File: src/hw/rtl/lsf_pkg.sv
// ----------------------------------------------------------------------------
// Line substring filter package
// Shared constants, types and the case folding function of the line filter.
// ----------------------------------------------------------------------------
package lsf_pkg;

  // Window and line limits.
  localparam int unsigned PatternBytes = 16;
  localparam int unsigned LineLimit    = 511;
  localparam int unsigned RegPatBytes  = 16;  // bytes held by the two pattern registers
  localparam int unsigned PatIdxW      = $clog2(PatternBytes);
  localparam int unsigned FillW        = $clog2(PatternBytes + 1);
  localparam int unsigned LenW         = $clog2(LineLimit + 1);
  localparam int unsigned PlenW        = 5;
  localparam int unsigned CountW       = 32;

  // Configuration port.
  localparam int unsigned CfgIdxW  = 3;
  localparam int unsigned CfgDataW = 64;

  typedef enum logic [CfgIdxW-1:0] {
    RegPatternLow    = 3'd0,
    RegPatternHigh   = 3'd1,
    RegPatternLength = 3'd2,
    RegIgnoreCase    = 3'd3,
    RegInvert        = 3'd4,
    RegCountOnly     = 3'd5
  } reg_idx_e;

  typedef enum logic {
    ReqData = 1'b0,
    ReqEnd  = 1'b1
  } req_type_e;

  typedef enum logic {
    ReportLine  = 1'b0,
    ReportCount = 1'b1
  } report_kind_e;

  localparam logic [7:0] NewlineByte = 8'd10;
  localparam logic [7:0] NulByte     = 8'd0;
  localparam logic [7:0] UpperA      = 8'd65;
  localparam logic [7:0] UpperZ      = 8'd90;
  localparam logic [7:0] CaseOffset  = 8'd32;

  // Result queue sizing: an end request can push two results.
  localparam int unsigned MaxResults  = 2;
  localparam int unsigned QueueDepth  = 4;
  localparam int unsigned QueuePtrW   = $clog2(QueueDepth);
  localparam int unsigned QueueCntW   = $clog2(QueueDepth + 1);
  localparam int unsigned PushCntW    = $clog2(MaxResults + 1);

  // Control shared by every cell of the window chain.
  typedef struct packed {
    logic shift;
    logic ignore_case;
  } cell_ctrl_t;

  // One result as it waits in the queue.
  typedef struct packed {
    report_kind_e        kind;
    logic [CountW-1:0]   line_number;
    logic [CountW-1:0]   match_total;
    logic                last;
  } report_t;

  // Folds ASCII upper case to lower case when enabled.
  function automatic logic [7:0] fold_byte(logic [7:0] c, logic ignore_case);
    logic [7:0] r;
    r = c;
    if (ignore_case && (c >= UpperA) && (c <= UpperZ)) begin
      r = c + CaseOffset;
    end
    return r;
  endfunction

endpackage

File: src/hw/rtl/line_substring_filter_unit.sv
// ----------------------------------------------------------------------------
// Line substring filter unit
// Scans a byte stream line by line for a fixed pattern of up to sixteen bytes
// and reports selected lines and a final count.
// ----------------------------------------------------------------------------
//
//  Channel   Direction  Handshake              Payload
//  -------   ---------  ---------------------  --------------------------------
//  in        sink       in_valid_i/in_stall_o  req_type_i, data_byte_i
//  out       source     out_valid_o/out_stall_i report_kind_o, line_number_o,
//                                              match_total_o, last_o
//  cfg       sink       cfg_we_i               cfg_idx_i, cfg_data_i
//
//  One byte request is taken every cycle unless in_stall_o is high; the window
//  compare is done in the same cycle by the row of sixteen cells, so the rate is
//  one request a cycle while not stalled. Results reach the output through the
//  registered result queue, which holds four entries; in_stall_o rises once
//  three are waiting, since an end request can push two results at once.
//  Reset clears the configuration, the line state, both counters and the queue.
//
module line_substring_filter_unit (
  input  logic                          clk_i,
  input  logic                          rst_ni,
  // Input request channel.
  input  logic                          in_valid_i,
  output logic                          in_stall_o,
  input  logic                          req_type_i,
  input  logic [7:0]                    data_byte_i,
  // Result channel.
  output logic                          out_valid_o,
  input  logic                          out_stall_i,
  output logic                          report_kind_o,
  output logic [lsf_pkg::CountW-1:0]    line_number_o,
  output logic [lsf_pkg::CountW-1:0]    match_total_o,
  output logic                          last_o,
  // Configuration write port.
  input  logic                          cfg_we_i,
  input  logic [lsf_pkg::CfgIdxW-1:0]   cfg_idx_i,
  input  logic [lsf_pkg::CfgDataW-1:0]  cfg_data_i
);

  // Configuration registers.
  logic [lsf_pkg::CfgDataW-1:0] pat_low_q;
  logic [lsf_pkg::CfgDataW-1:0] pat_high_q;
  logic [lsf_pkg::PlenW-1:0]    pat_len_q;
  logic                         ignore_case_q;
  logic                         invert_q;
  logic                         count_only_q;

  // Line state and counters.
  logic [lsf_pkg::FillW-1:0]    fill_q, fill_d;
  logic                         hit_q, hit_d;
  logic [lsf_pkg::LenW-1:0]     stored_q, stored_d;
  logic                         nul_q, nul_d;
  logic [lsf_pkg::CountW-1:0]   lines_q, lines_d;
  logic [lsf_pkg::CountW-1:0]   selected_q, selected_d;

  // Request decode.
  logic                         in_acc;
  logic                         is_end;
  logic                         is_nl;
  logic                         is_data;
  logic                         room;
  logic                         take;
  logic                         shift;
  logic                         close_line;

  // Window chain.
  logic [(lsf_pkg::RegPatBytes*8)-1:0] pat_all;
  logic [7:0]                   pat_b     [lsf_pkg::PatternBytes];
  logic [7:0]                   aligned   [lsf_pkg::PatternBytes];
  logic [lsf_pkg::PatternBytes-1:0] care;
  logic [lsf_pkg::PatternBytes-1:0] cell_match;
  logic [7:0]                   chain_in  [lsf_pkg::PatternBytes];
  logic [7:0]                   chain_out [lsf_pkg::PatternBytes];
  lsf_pkg::cell_ctrl_t          cell_ctrl;
  logic [lsf_pkg::FillW-1:0]    plen;
  logic [lsf_pkg::FillW-1:0]    fill_inc;
  logic                         hit_now;

  // Line close.
  logic                         line_sel;
  logic [lsf_pkg::CountW-1:0]   lines_inc;
  logic [lsf_pkg::CountW-1:0]   selected_inc;
  logic                         line_report;

  // Result queue.
  logic [lsf_pkg::PushCntW-1:0] push_n;
  lsf_pkg::report_t             wr0, wr1, head;
  logic                         pop;
  logic [lsf_pkg::QueueCntW-1:0] q_count;

  // --------------------------------------------------------------------------
  // Handshakes. Stall whenever the queue cannot take a full end request.
  // --------------------------------------------------------------------------
  assign in_stall_o = (q_count >
                       lsf_pkg::QueueCntW'(lsf_pkg::QueueDepth - lsf_pkg::MaxResults));
  assign in_acc     = in_valid_i && !in_stall_o;
  assign pop        = out_valid_o && !out_stall_i;

  assign is_end  = (lsf_pkg::req_type_e'(req_type_i) == lsf_pkg::ReqEnd);
  assign is_nl   = !is_end && (data_byte_i == lsf_pkg::NewlineByte);
  assign is_data = !is_end && !is_nl;

  // Bytes past the line limit still count as part of the line but are dropped.
  assign room  = (stored_q < lsf_pkg::LenW'(lsf_pkg::LineLimit));
  assign take  = in_acc && is_data && room;
  assign shift = take && !nul_q && (data_byte_i != lsf_pkg::NulByte);
  assign close_line = in_acc && !is_data;

  // --------------------------------------------------------------------------
  // Pattern alignment. Cell k holds the k-th most recent byte, which must
  // match pattern byte plen-1-k when k lies inside the active length.
  // --------------------------------------------------------------------------
  assign plen = (pat_len_q > lsf_pkg::PlenW'(lsf_pkg::PatternBytes)) ?
                lsf_pkg::FillW'(lsf_pkg::PatternBytes) : lsf_pkg::FillW'(pat_len_q);
  assign pat_all = {pat_high_q, pat_low_q};

  always_comb begin
    for (int j = 0; j < lsf_pkg::PatternBytes; j++) begin
      if (j < lsf_pkg::RegPatBytes) begin
        pat_b[j] = pat_all[j*8 +: 8];
      end else begin
        pat_b[j] = '0;
      end
    end
  end

  always_comb begin
    for (int k = 0; k < lsf_pkg::PatternBytes; k++) begin
      care[k]    = (lsf_pkg::FillW'(k) < plen);
      aligned[k] = pat_b[lsf_pkg::PatIdxW'(plen - lsf_pkg::FillW'(k) - lsf_pkg::FillW'(1))];
    end
  end

  assign cell_ctrl.shift       = shift;
  assign cell_ctrl.ignore_case = ignore_case_q;

  // The newest byte enters cell zero and ages one cell per shift.
  always_comb begin
    chain_in[0] = data_byte_i;
    for (int k = 1; k < lsf_pkg::PatternBytes; k++) begin
      chain_in[k] = chain_out[k-1];
    end
  end

  for (genvar g = 0; g < lsf_pkg::PatternBytes; g++) begin : g_cell
    lsf_cell u_cell (
      .clk_i   (clk_i),
      .rst_ni  (rst_ni),
      .ctrl_i  (cell_ctrl),
      .byte_i  (chain_in[g]),
      .pat_i   (aligned[g]),
      .care_i  (care[g]),
      .byte_o  (chain_out[g]),
      .match_o (cell_match[g])
    );
  end

  assign fill_inc = (fill_q < lsf_pkg::FillW'(lsf_pkg::PatternBytes)) ?
                    fill_q + lsf_pkg::FillW'(1) : fill_q;
  // A hit needs a nonempty pattern and a window that already holds it.
  assign hit_now  = shift && (plen != '0) && (fill_inc >= plen) && (&cell_match);

  // --------------------------------------------------------------------------
  // Line close: an empty pattern selects every line, then invert applies.
  // Both counters saturate at all ones.
  // --------------------------------------------------------------------------
  assign line_sel     = ((plen == '0) || hit_q) ^ invert_q;
  assign lines_inc    = (lines_q == '1) ? lines_q : lines_q + lsf_pkg::CountW'(1);
  assign selected_inc = !line_sel ? selected_q :
                        ((selected_q == '1) ? selected_q : selected_q + lsf_pkg::CountW'(1));
  assign line_report  = close_line && line_sel && !count_only_q;

  always_comb begin
    fill_d     = fill_q;
    hit_d      = hit_q;
    stored_d   = stored_q;
    nul_d      = nul_q;
    lines_d    = lines_q;
    selected_d = selected_q;
    if (take) begin
      stored_d = stored_q + lsf_pkg::LenW'(1);
      if (!nul_q && (data_byte_i == lsf_pkg::NulByte)) begin
        nul_d = 1'b1;
      end
    end
    if (shift) begin
      fill_d = fill_inc;
    end
    if (hit_now) begin
      hit_d = 1'b1;
    end
    if (close_line) begin
      fill_d     = '0;
      hit_d      = 1'b0;
      stored_d   = '0;
      nul_d      = 1'b0;
      lines_d    = lines_inc;
      selected_d = selected_inc;
      // End of input starts a fresh stream.
      if (is_end) begin
        lines_d    = '0;
        selected_d = '0;
      end
    end
  end

  // --------------------------------------------------------------------------
  // Result assembly. An end request gives the count after any line report.
  // --------------------------------------------------------------------------
  always_comb begin
    wr0.kind        = lsf_pkg::ReportLine;
    wr0.line_number = lines_inc;
    wr0.match_total = selected_inc;
    wr0.last        = !is_end;
    wr1.kind        = lsf_pkg::ReportCount;
    wr1.line_number = lines_inc;
    wr1.match_total = selected_inc;
    wr1.last        = 1'b1;
    push_n          = '0;
    if (close_line && is_end) begin
      if (line_report) begin
        push_n = lsf_pkg::PushCntW'(2);
      end else begin
        wr0    = wr1;
        push_n = lsf_pkg::PushCntW'(1);
      end
    end else if (line_report) begin
      push_n = lsf_pkg::PushCntW'(1);
    end
  end

  lsf_out_queue u_out_queue (
    .clk_i    (clk_i),
    .rst_ni   (rst_ni),
    .push_n_i (push_n),
    .wr0_i    (wr0),
    .wr1_i    (wr1),
    .pop_i    (pop),
    .head_o   (head),
    .valid_o  (out_valid_o),
    .count_o  (q_count)
  );

  assign report_kind_o = head.kind;
  assign line_number_o = head.line_number;
  assign match_total_o = head.match_total;
  assign last_o        = head.last;

  // --------------------------------------------------------------------------
  // Registers.
  // --------------------------------------------------------------------------
  always_ff @(posedge clk_i or negedge rst_ni) begin
    if (!rst_ni) begin
      pat_low_q     <= '0;
      pat_high_q    <= '0;
      pat_len_q     <= '0;
      ignore_case_q <= 1'b0;
      invert_q      <= 1'b0;
      count_only_q  <= 1'b0;
    end else if (cfg_we_i) begin
      case (lsf_pkg::reg_idx_e'(cfg_idx_i))
        lsf_pkg::RegPatternLow:    pat_low_q     <= cfg_data_i;
        lsf_pkg::RegPatternHigh:   pat_high_q    <= cfg_data_i;
        lsf_pkg::RegPatternLength: pat_len_q     <= cfg_data_i[lsf_pkg::PlenW-1:0];
        lsf_pkg::RegIgnoreCase:    ignore_case_q <= cfg_data_i[0];
        lsf_pkg::RegInvert:        invert_q      <= cfg_data_i[0];
        lsf_pkg::RegCountOnly:     count_only_q  <= cfg_data_i[0];
        default: ;
      endcase
    end
  end

  always_ff @(posedge clk_i or negedge rst_ni) begin
    if (!rst_ni) begin
      fill_q     <= '0;
      hit_q      <= 1'b0;
      stored_q   <= '0;
      nul_q      <= 1'b0;
      lines_q    <= '0;
      selected_q <= '0;
    end else begin
      fill_q     <= fill_d;
      hit_q      <= hit_d;
      stored_q   <= stored_d;
      nul_q      <= nul_d;
      lines_q    <= lines_d;
      selected_q <= selected_d;
    end
  end

  // --------------------------------------------------------------------------
  // Assertions.
  // --------------------------------------------------------------------------
  a_end_gives_result: assert property (@(posedge clk_i) disable iff (!rst_ni)
    (in_acc && is_end) |=> out_valid_o)
    else $error("end request did not produce a count result");

  a_end_clears_counts: assert property (@(posedge clk_i) disable iff (!rst_ni)
    (in_acc && is_end) |=> ((lines_q == '0) && (selected_q == '0) && (fill_q == '0)))
    else $error("counters not cleared after end of input");

  a_line_limit: assert property (@(posedge clk_i) disable iff (!rst_ni)
    stored_q <= lsf_pkg::LenW'(lsf_pkg::LineLimit))
    else $error("stored line length past the line limit");

  a_selected_bound: assert property (@(posedge clk_i) disable iff (!rst_ni)
    selected_q <= lines_q)
    else $error("more selected lines than lines seen");

endmodule

File: src/hw/rtl/lsf_cell.sv
// ----------------------------------------------------------------------------
// Line substring filter window cell
// Holds one byte of the recent-byte window and compares the byte it takes in.
// ----------------------------------------------------------------------------
module lsf_cell (
  input  logic                clk_i,
  input  logic                rst_ni,
  input  lsf_pkg::cell_ctrl_t ctrl_i,
  input  logic [7:0]          byte_i,
  input  logic [7:0]          pat_i,
  input  logic                care_i,
  output logic [7:0]          byte_o,
  output logic                match_o
);

  logic [7:0] byte_q;
  logic [7:0] byte_d;

  // The compare looks at the incoming byte, which this cell holds after a shift.
  assign byte_d  = ctrl_i.shift ? byte_i : byte_q;
  assign byte_o  = byte_q;
  assign match_o = !care_i ||
                   (lsf_pkg::fold_byte(byte_i, ctrl_i.ignore_case) ==
                    lsf_pkg::fold_byte(pat_i, ctrl_i.ignore_case));

  always_ff @(posedge clk_i or negedge rst_ni) begin
    if (!rst_ni) begin
      byte_q <= '0;
    end else begin
      byte_q <= byte_d;
    end
  end

endmodule

File: src/hw/rtl/lsf_out_queue.sv
// ----------------------------------------------------------------------------
// Line substring filter result queue
// Small register queue that takes up to two results a cycle and gives one.
// ----------------------------------------------------------------------------
module lsf_out_queue (
  input  logic                                  clk_i,
  input  logic                                  rst_ni,
  input  logic [lsf_pkg::PushCntW-1:0]          push_n_i,
  input  lsf_pkg::report_t                      wr0_i,
  input  lsf_pkg::report_t                      wr1_i,
  input  logic                                  pop_i,
  output lsf_pkg::report_t                      head_o,
  output logic                                  valid_o,
  output logic [lsf_pkg::QueueCntW-1:0]         count_o
);

  lsf_pkg::report_t                     entry_q [lsf_pkg::QueueDepth];
  logic [lsf_pkg::QueuePtrW-1:0]        wr_ptr_q, wr_ptr_d;
  logic [lsf_pkg::QueuePtrW-1:0]        rd_ptr_q, rd_ptr_d;
  logic [lsf_pkg::QueueCntW-1:0]        cnt_q, cnt_d;
  logic [lsf_pkg::QueuePtrW-1:0]        wr_ptr_nxt;

  assign wr_ptr_nxt = wr_ptr_q + lsf_pkg::QueuePtrW'(1);
  assign wr_ptr_d   = wr_ptr_q + lsf_pkg::QueuePtrW'(push_n_i);
  assign rd_ptr_d   = rd_ptr_q + lsf_pkg::QueuePtrW'(pop_i);
  assign cnt_d      = cnt_q + lsf_pkg::QueueCntW'(push_n_i) - lsf_pkg::QueueCntW'(pop_i);

  assign head_o  = entry_q[rd_ptr_q];
  assign valid_o = (cnt_q != '0);
  assign count_o = cnt_q;

  always_ff @(posedge clk_i or negedge rst_ni) begin
    if (!rst_ni) begin
      wr_ptr_q <= '0;
      rd_ptr_q <= '0;
      cnt_q    <= '0;
    end else begin
      wr_ptr_q <= wr_ptr_d;
      rd_ptr_q <= rd_ptr_d;
      cnt_q    <= cnt_d;
    end
  end

  always_ff @(posedge clk_i) begin
    if (push_n_i != '0) begin
      entry_q[wr_ptr_q] <= wr0_i;
    end
    if (push_n_i == lsf_pkg::PushCntW'(lsf_pkg::MaxResults)) begin
      entry_q[wr_ptr_nxt] <= wr1_i;
    end
  end

  // The top level only pushes when the queue has room for a full request.
  a_no_overflow: assert property (@(posedge clk_i) disable iff (!rst_ni)
    cnt_q <= lsf_pkg::QueueCntW'(lsf_pkg::QueueDepth))
    else $error("result queue overflow");

  a_pop_nonempty: assert property (@(posedge clk_i) disable iff (!rst_ni)
    pop_i |-> (cnt_q != '0))
    else $error("result queue popped while empty");

endmodule
File: config.mk
export PLATFORM = sky130hd
export DESIGN_NAME = line_substring_filter_unit
export DESIGN_NICKNAME = d
export VERILOG_FILES = /design/src/hw/rtl/lsf_pkg.sv /design/src/hw/rtl/line_substring_filter_unit.sv /design/src/hw/rtl/lsf_cell.sv /design/src/hw/rtl/lsf_out_queue.sv
export SDC_FILE = /design/constraint.sdc
export NUM_CORES = 1
export LEC_CHECK = 0
export BUFFER_PORTS_ARGS = -buffer_cell sky130_fd_sc_hd__buf_2
export CAP_MARGIN = 0
export CORE_AREA = 2 2 275 277
export CTS_CLUSTER_SIZE = 20
export DETAILED_ROUTE_END_ITERATION = 8
export DIE_AREA = 0 0 277 279
export PLACE_DENSITY = 0.76
export SETUP_SLACK_MARGIN = 0.05
export SLEW_MARGIN = 20
export SYNTH_ARGS = -nofsm -noshare
export SYNTH_HDL_FRONTEND = slang
export SYNTH_HIERARCHICAL = 1
export SYNTH_SLANG_ARGS = --single-unit
File: constraint.sdc
create_clock -name clk_i -period 9.89 [get_ports clk_i]
set_input_delay 0 -clock clk_i [delete_from_list [all_inputs] [get_ports clk_i]]
set_output_delay 0 -clock clk_i [all_outputs]
set_load 0.05 [all_outputs]
* Word level (Yosys, flattened, before mapping) *
Memory sizes are Yosys's and may differ from the RTL's.
Cells that the tools add are included.

word-level totals
  bits in registers = 343
  latch bits = 0
  memory bits (writable) = 264
  memory bits (read-only) = 0
  input port bits = 81
  output and inout bits = 68
  word-level logic and storage cells = 489
  memories = 1

memory list
  memory               depth  width  read ports  clocked after Yosys merged registers in  wr ports  RTL line             source
  u_out_queue.entry_q  4      66     1           0                                        2         lsf_out_queue.sv:17  lsf_pkg::report_t entry_q [lsf_pkg::QueueDepth];

cells by class
  $add $sub $neg = 71
  multipliers = 0
  divide/modulo/power cells = 0
  order comparisons = 101
  equal/unequal tests = 25
  shift operators = 0
  muxes and demuxes = 105
  bitwise operators = 17
  reduce and logical (&&, ||, !) cells = 139

operator list
  kind                                                            number
  binary-select mux 8 bit (select 4 bit)                          16
  2-to-1 mux 8 bit                                                64
  adder 8 x 6 -> 8 bit, second input constant                     32
  >= comparator 8 x 7 -> 1 bit, second input constant             32
  less-or-equal comparator 8 x 7 -> 1 bit, second input constant  32
  2-to-1 mux 32 bit                                               5
  2-to-1 mux 66 bit                                               2
  equality test 8 bit                                             16
  >= comparator 5 bit, second input constant                      16
  logical AND 1 bit                                               80
  inverter 4 -> 5 bit                                             16
  adder 32 x 1 -> 32 bit, second input constant                   2
  equality test 32 bit, second input constant                     2
  subtractor 4 x 1 -> 4 bit, second input constant                16
  < comparator 4 x 5 -> 1 bit, first input constant               8
  subtractor 4 bit, second input constant                         8
  logical NOT 1 bit                                               23
  < comparator 3 x 5 -> 1 bit, first input constant               4
  2-to-1 mux 5 bit                                                4
  2-to-1 mux 9 bit                                                2
  logical OR 1 bit                                                17
  AND reduction 16 bit                                            1
  subtractor 4 x 3 -> 4 bit, second input constant                4
  AND reduction 2 bit                                             7
  30 further kinds                                                49

* Logic depth before layout (Yosys ltp) *
Gate-level depths: netlist (run 1).

  depth after elaboration = 18
  mapped depth = 20
  depth with buffers taken out = 17

* Hierarchy *
The synthesis (run 1) kept the hierarchy.

modules (own cells, without submodules)
  module                      instances  cells an instance  area an instance (um2)  seq. area each (um2)
  line_substring_filter_unit  1          1,660              17,568.1                5,405.2
  lsf_out_queue               1          674                13,406.6                8,102.8
  lsf_cell                    16         52                 560.5                   200.2

* Worst setup path before layout (run 1) *
OpenSTA, ideal clock, no wires.

  kind = register to register
  start = register pat_len_q[4] in the netlist's numbering
  end = memory u_out_queue/entry_q[0][0] in the netlist's numbering, enable pin
  library setup time = 0.581 ns
  arrival time = 7.723 ns
  required time = 9.309 ns
  slack = 1.586 ns
  stages on the path, launching flop included = 14
  buffers on the path = 4
  clock period less this slack = 8.304 ns
  cell sequence = dfrtp_1 and2b_4 inv_2 buf_4 buf_4 buf_4 ha_1 and3b_1 o211ai_1 clkbuf_1 nor3_1 ha_1 o21bai_1 o21ai_0

RTL lines
  item                    RTL line                           source
  start, declared         line_substring_filter_unit.sv:45   logic [lsf_pkg::PlenW-1:0] pat_len_q;
  start signal, assigned  line_substring_filter_unit.sv:266  lsf_pkg::RegPatternLength: pat_len_q <= cfg_data_i[lsf_pkg::PlenW-1:0];
  end, declared           lsf_out_queue.sv:17

==> flow_summary.toml, run 1 <==
[status]
outcome = "finished, final reports clean"

[cts]
cts.sinks = 607
clk_pin_slew_ns = 0.06
cts.htree.levels = 3
clockBufferDepth = 3
postCtsSetupBuffers = 0
cts-root-buf = "clkbuf_16"
cts_tree = "done"
cts-hold-fix-buffers = 87
numCtsBuffers = 66
clk_latency_ns = 0.63
cts_resized = 0

[cells_and_area]
fillCellCount = 5784
nNetsFinal = 3444
synthToLayoutAreaGrowth_pct = 11.4
drive_above_1_share_pct = 30.4
num_antenna_cells = 0

[worst_setup_path]
worst-path-max-fanout = 65
r2r_slack_ns = 3.73
cp-end-kind = "flip-flop"
r2r_start = "pat_len_q[4]"
slowest_delay_ns = 0.99
worstPathArrival_ns = 6.68
cp_cell_sequence = "nor2b_4, buf_4, inv_1, ha_4, nor3_2, xor2_2, mux4_2, or4_1, o21ai_0, a31oi_1, mux2i_1, xor2_1, o41ai_2, nand4_1, nor3_1, nand3_1, o31ai_1"
worstPathRequired_ns = 10.41
r2r-end = "hit_q"
worst-path-buf-inv = 2
crit_family = "simple AND/OR/NAND/NOR gates"
cpMaxStageDelayCell = "ha_4"
worst_setup_path_start_kind = "flip-flop"
crit_type = "reg -> reg"
r2r_cells = 17

[floorplanning]
fp.coreArea_mm2 = 0.0741
die_h_um = 279
initial_core_util_pct = 53.5
die-area_mm2 = 0.0773
dieWidth_um = 277
placement_rows = 100
pin_count = 149

[drt]
num_vias = 27400
wire_per_inst_um = 24.6
drt_first_pass_iters = 6
drt_wl_total_mm = 107
vias_per_cell = 6.33
drt_iter0_markers = 2633
route.detailed.drc = 0
detail-route-antenna-nets = 0

[place]
port_buffers = 148
gp_congestion = 0.986
dp_hpwl_mm = 75.1

[power_and_ir_drop]
p_seq_share_pct = 29.4
p_per_area_mw_per_mm2 = 289
p_switching_w = 0.00558
p_comb_share_pct = 51.5
vdd_drop_max_v = 0.000175
sw_frac_of_total_pct = 43.7
finalPower_w = 0.0128
p_clk_share_pct = 19.1
p_leak_nw = 17.7
internal-power_w = 0.00719

[sta]
slew_violations = 0
tightest_slew_ns = 1.12
fin_tns_setup_ns = 0
timing.fmax_mhz = 162
hold_viol = 0
post-route-period-util_pct = 62.3
slew-limit-headroom_pct = 24.9
setup_viol = 0
rsz0062_at_grt = "false"
fin_crit_ns = 6.16
finClkSkew_ns = 0.0320

[min_path]
hold_path.class = "in -> reg"
hold_start = "cfg_data_i[35]"
hold_end = "pat_high_q[35]"
whs_path_depth = 3

[global_routing]
grtUsageTotal_pct = 27.4
grt_pass1_vias = 26700
antenna_found_initial = 0
grt_pass1_wl_mm = 164
grt_overflow = 0
grt_max_degree = 142

[yosys]
synth_cells = 3149
ys_warn_count = 6
syn_avg_cell_area_um2 = 12.6
syn_area_mm2 = 0.0396

[job]
maxCapViolations = 0
==> routing by layer <==
| metal | vias up | wire, um | share of wire [%] | track usage, % |
|---|---|---|---|---|
| li1 | 12400 | - | - | - |
| met1 | 13800 | 45500 | 43 | 37.8 |
| met2 | 1052 | 50700 | 48 | 44.7 |
| met3 | 197 | 6680 | 6.3 | 3.87 |
| met4 | 0 | 3830 | 3.6 | 9.64 |
| met5 | - | 0 | 0 | 0 |
==> worst max-delay path by stage <==
stage	from	end	slack [ns]	cells after the start
2_1_floorplan	pat_len_q[4]	u_out_queue/entry_q[0][0]	1.59	13
3_3_place_gp	pat_len_q[4]	hit_q	3.83	18
3_5_place_dp	pat_len_q[4]	hit_q	3.73	18
4_1_cts	pat_len_q[4]	hit_q	3.75	18
5_1_grt	pat_len_q[1]	hit_q	3.35	18
6_report	pat_len_q[4]	hit_q	3.73	17
==> placed cells by master (no fill, tap or decap), types with 20 or more instances in the layout <==
cell,count
a21oi_1,42
a31oi_1,20
and3_1,26
buf_2,147
buf_4,43
clkbuf_16,66
dfrtp_1,340
dlygate4sd3_1,87
edfxtp_1,264
ha_1,49
inv_1,49
mux2_1,40
mux2_2,411
mux2_4,69
mux2i_1,415
mux4_2,138
nand2_1,131
nand3_1,82
nand4_1,45
nor2_1,115
nor3_1,71
nor4_1,20
o21ai_0,55
or4_1,34
xnor2_1,118
xnor2_2,20
xor2_1,104
==> power by group through the flow <==
stage	clock, W	combinational (W)	sequential (W)
global placement	0	0.00635	0.00377
global route	0.00257	0.00699	0.00381
CTS	0.00248	0.00650	0.00374
detailed placement	0	0.00644	0.00379
finish	0.00244	0.00658	0.00376
floorplan	0	0.00501	0.00349
==> registers in the layout, indices dropped and copies added, names as in the netlist, 2 cells and up <==
| signal | cells |
|---|---|
| u_out_queue/entry_q | 264 |
| u_out_queue/wr_ptr_q | 2 |
| fill_q | 5 |
| selected_q | 32 |
| u_out_queue/rd_ptr_q | 2 |
| pat_len_q | 5 |
| stored_q | 9 |
| g_cell.u_cell/byte_o | 120 |
| pat_low_q | 64 |
| pat_high_q | 64 |
| lines_q | 32 |
| u_out_queue/count_o | 3 |
==> area by class of cell <==
class                      count  area, um2  area share, %
multi-input combinational   2305      22200           50.1
inverter                      53        204          0.462
clock inverter                28        287          0.648
sequential                   607      16500           37.4
timing repair buffer         279       1960           4.45
tap                          969       1210           2.74
clock buffer                  93       1850           4.19
==> per-stage QoR <==
stage / std cells / utilization [%] / instance area (um2) / setup slack [ns] / hold WS [ns]
CTS: 4334 / 59.6 / 44200 / 3.75 / 0.125
global route: 4334 / 59.7 / 44200 / 3.35 / 0.167
finish: 4334 / 59.7 / 44200 / 3.73 / 0.157
global placement: 4126 / 55.6 / 41200 / 3.83 / 0.0726
detailed placement: 4126 / 55.6 / 41200 / 3.73 / 0.0690
floorplan: 3156 / - / 39700 / 1.59 / -0.296
==> worst min-delay path, stage by stage <==
cell	delay [ns]
dlygate4sd3_1	0.52
buf_2	0.10
mux2_2	0.13
(Power assumes the default switching activity.)
==> inputs of run 2 (changes only) <==
--- a/config.mk
+++ b/config.mk
@@ -5,13 +5,14 @@
 export SDC_FILE = /design/constraint.sdc
 export NUM_CORES = 1
 export LEC_CHECK = 0
+export ABC_AREA = 1
 export BUFFER_PORTS_ARGS = -buffer_cell sky130_fd_sc_hd__buf_2
 export CAP_MARGIN = 0
-export CORE_AREA = 2 2 275 277
+export CORE_AREA = 2 2 283 285
 export CTS_CLUSTER_SIZE = 20
 export DETAILED_ROUTE_END_ITERATION = 8
-export DIE_AREA = 0 0 277 279
-export PLACE_DENSITY = 0.76
+export DIE_AREA = 0 0 285 287
+export PLACE_DENSITY = 0.78
 export SETUP_SLACK_MARGIN = 0.05
 export SLEW_MARGIN = 20
 export SYNTH_ARGS = -nofsm -noshare
==> constraint.sdc (replaced) <==
create_clock -name clk_i -period 5.4 [get_ports clk_i]
set_input_delay 0 -clock clk_i [delete_from_list [all_inputs] [get_ports clk_i]]
set_output_delay 0 -clock clk_i [all_outputs]
set_load 0.05 [all_outputs]
==> run 2 against run 1 <==
  * The run now ends with negative hold slack left
  * Count of clock-buffer cells in the layout stayed put
  * Synthesized area is 5.7% higher
  * Global-route usage is 4.3 points higher
  * Wire length is 23% higher
  * Non-clock buffer count is 26 higher
  * Via count is 47% higher
  * Critical path type unchanged
  * First-iteration DRC count is 64% higher
==> flow_summary.toml, run 2 <==
[cells_and_area]
finalNonFillerCells = 7278
regMostFlops = "u_out_queue/entry_q"
final_cell_mix = "nand2_1, inv_1, o21ai_0"
synthToLayoutAreaGrowth_pct = 11.3
largest_register_ffs = 264
drive_above_1_share_pct = 10.0
layout.cells.most_common = "nand2_1"
nNetsFinal = 6303

[cts]
postCtsSetupBuffers = 0
clk_latency_ns = 0.64
cts.htree.levels = 3
numCtsBuffers = 69
cts-root-buf = "clkbuf_16"
clk_pin_slew_ns = 0.07
clockBufferDepth = 3
cts_tree = "done"
cts.sinks = 607

[power_and_ir_drop]
p_per_area_mw_per_mm2 = 538
internal-power_w = 0.0124
p_clk_share_pct = 18.7
sw_frac_of_total_pct = 50.5
p_seq_share_pct = 27.1
vdd_drop_max_v = 0.000372
p_comb_share_pct = 54.2
p_leak_nw = 23.2
p_switching_w = 0.0127

[status]
outcome = "finished with violations"
violations = "negative hold slack"

[drt]
vias_per_cell = 5.55
detail-route-antenna-nets = 0
drt_wl_total_mm = 132
wire_per_inst_um = 18.1
drt_first_pass_iters = 6
route.detailed.drc = 0
drt_iter0_markers = 4314
num_vias = 40400

[sta]
hold_viol = 7
fin_crit_ns = 4.78
rsz0062_at_grt = "false"
tightest_slew_ns = 1.06
setup_viol = 0
slew-limit-headroom_pct = 28.3
timing.hold.ws_ns = -0.0317
finClkSkew_ns = 0.0234
timing.fmax_mhz = 209
post-route-period-util_pct = 88.6
fin_tns_setup_ns = 0
slew_violations = 0

[global_routing]
grt_max_degree = 157
grtUsageTotal_pct = 31.7
antenna_found_initial = 2
grt_pass1_vias = 36900
grt_overflow = 0
grt_pass1_wl_mm = 206

[min_path]
hold_path.class = "in -> async"

[place]
dp.cells = 7068
port_buffers = 148
gp_congestion = 1.05
dp_hpwl_mm = 92.8

[floorplanning]
fp.coreArea_mm2 = 0.0786
die-area_mm2 = 0.0818
dieWidth_um = 285
placement_rows = 103
die_h_um = 287
initial_core_util_pct = 53.3
pin_count = 149

[worst_setup_path]
cp-end-kind = "flip-flop"
worstPathArrival_ns = 5.33
worst_setup_path_start_kind = "flip-flop"
crit_type = "reg -> reg"
worstPathRequired_ns = 5.95
worst-path-max-fanout = 71

[yosys]
synth_cells = 6065
syn_area_mm2 = 0.0419
syn_avg_cell_area_um2 = 6.91
ys_warn_count = 6

[job]
maxCapViolations = 0
-- run 2: routing by layer --
layer | track usage, % | part of all wire (%) | routed length [um]
met5 | 0 | 0.0053 | 7
met4 | 12.5 | 3.9 | 5190
met3 | 5.16 | 9.5 | 12600
met1 | 45.0 | 43 | 56200
met2 | 48.8 | 44 | 57800
-- run 2: power groups by stage --
stage               clock [W]  combinational, W  sequential [W]
finish                0.00470            0.0136         0.00680
global route          0.00496            0.0148         0.00691
CTS                   0.00476            0.0133         0.00678
detailed placement          0            0.0132         0.00685
global placement            0            0.0129         0.00684
floorplan                   0           0.00953         0.00649
-- run 2: per-stage QoR --
step	hold slack (ns)	util (%)	worst slack, ns	instance area, um2	power (W)
floorplan	-0.296	-	0.261	41900	0.0160
global placement	0.0807	55.4	0.803	43600	0.0198
detailed placement	0.0759	55.4	0.746	43600	0.0201
CTS	0.00710	59.4	0.716	46700	0.0249
global route	0.0683	59.4	0.215	46700	0.0267
finish	-0.0317	59.4	0.617	46700	0.0251
-- run 2: final timing paths --
kind / from / to / slack [ns] / cells after the start
setup reg to reg: pat_len_q[4] / hit_q / 0.62 / 20
hold / removal: rst_ni / pat_high_q[35] / -0.03 / 2
hold reg to reg: pat_high_q[45] / pat_high_q[45] / 0.49 / 2
max in group asynchronous: rst_ni / g_cell[14].u_cell/byte_o[0] / 3.98 / 3
setup / recovery: pat_len_q[4] / hit_q / 0.62 / 20
min in group clk_i: in_valid_i / nul_q / 0.12 / 5
-- run 2: critical path, stage by stage (launching register included) --
cell and delay (ns):
dfrtp_1 0.46, inv_2 0.16, nand2_8 0.17, buf_4 0.50, o21ai_0 0.25, o21ai_0 0.59, o21ai_0 0.21, mux2i_1 0.53
nor2_1 0.14, nand3_1 0.15, nand3_2 0.11, o21ai_1 0.14, nand2_1 0.06, nand2_1 0.06, nand3_1 0.18, nand2_1 0.12
nand4_1 0.18, nor4_1 0.36, buf_4 0.17, nand3_1 0.06, o21ai_0 0.08
-- run 2: cell type report --
type / count / area, um2
Antenna cell: 1 / 2.50
Clock buffer: 93 / 1920
Clock inverter: 34 / 347
Fill cell: 6969 / 31900
Inverter: 726 / 2730
Multi-Input combinational cell: 4462 / 21600
Sequential cell: 607 / 16500
Tap cell: 1050 / 1310
Timing Repair Buffer: 305 / 2220
-- run 2: timing repair --
action / in CTS / in global routing
endpoints found under the setup margin: 0 / 0
hold buffers: 82 / 0
resized for setup: 0 / 0
endpoints found under the hold margin: 252 / 0
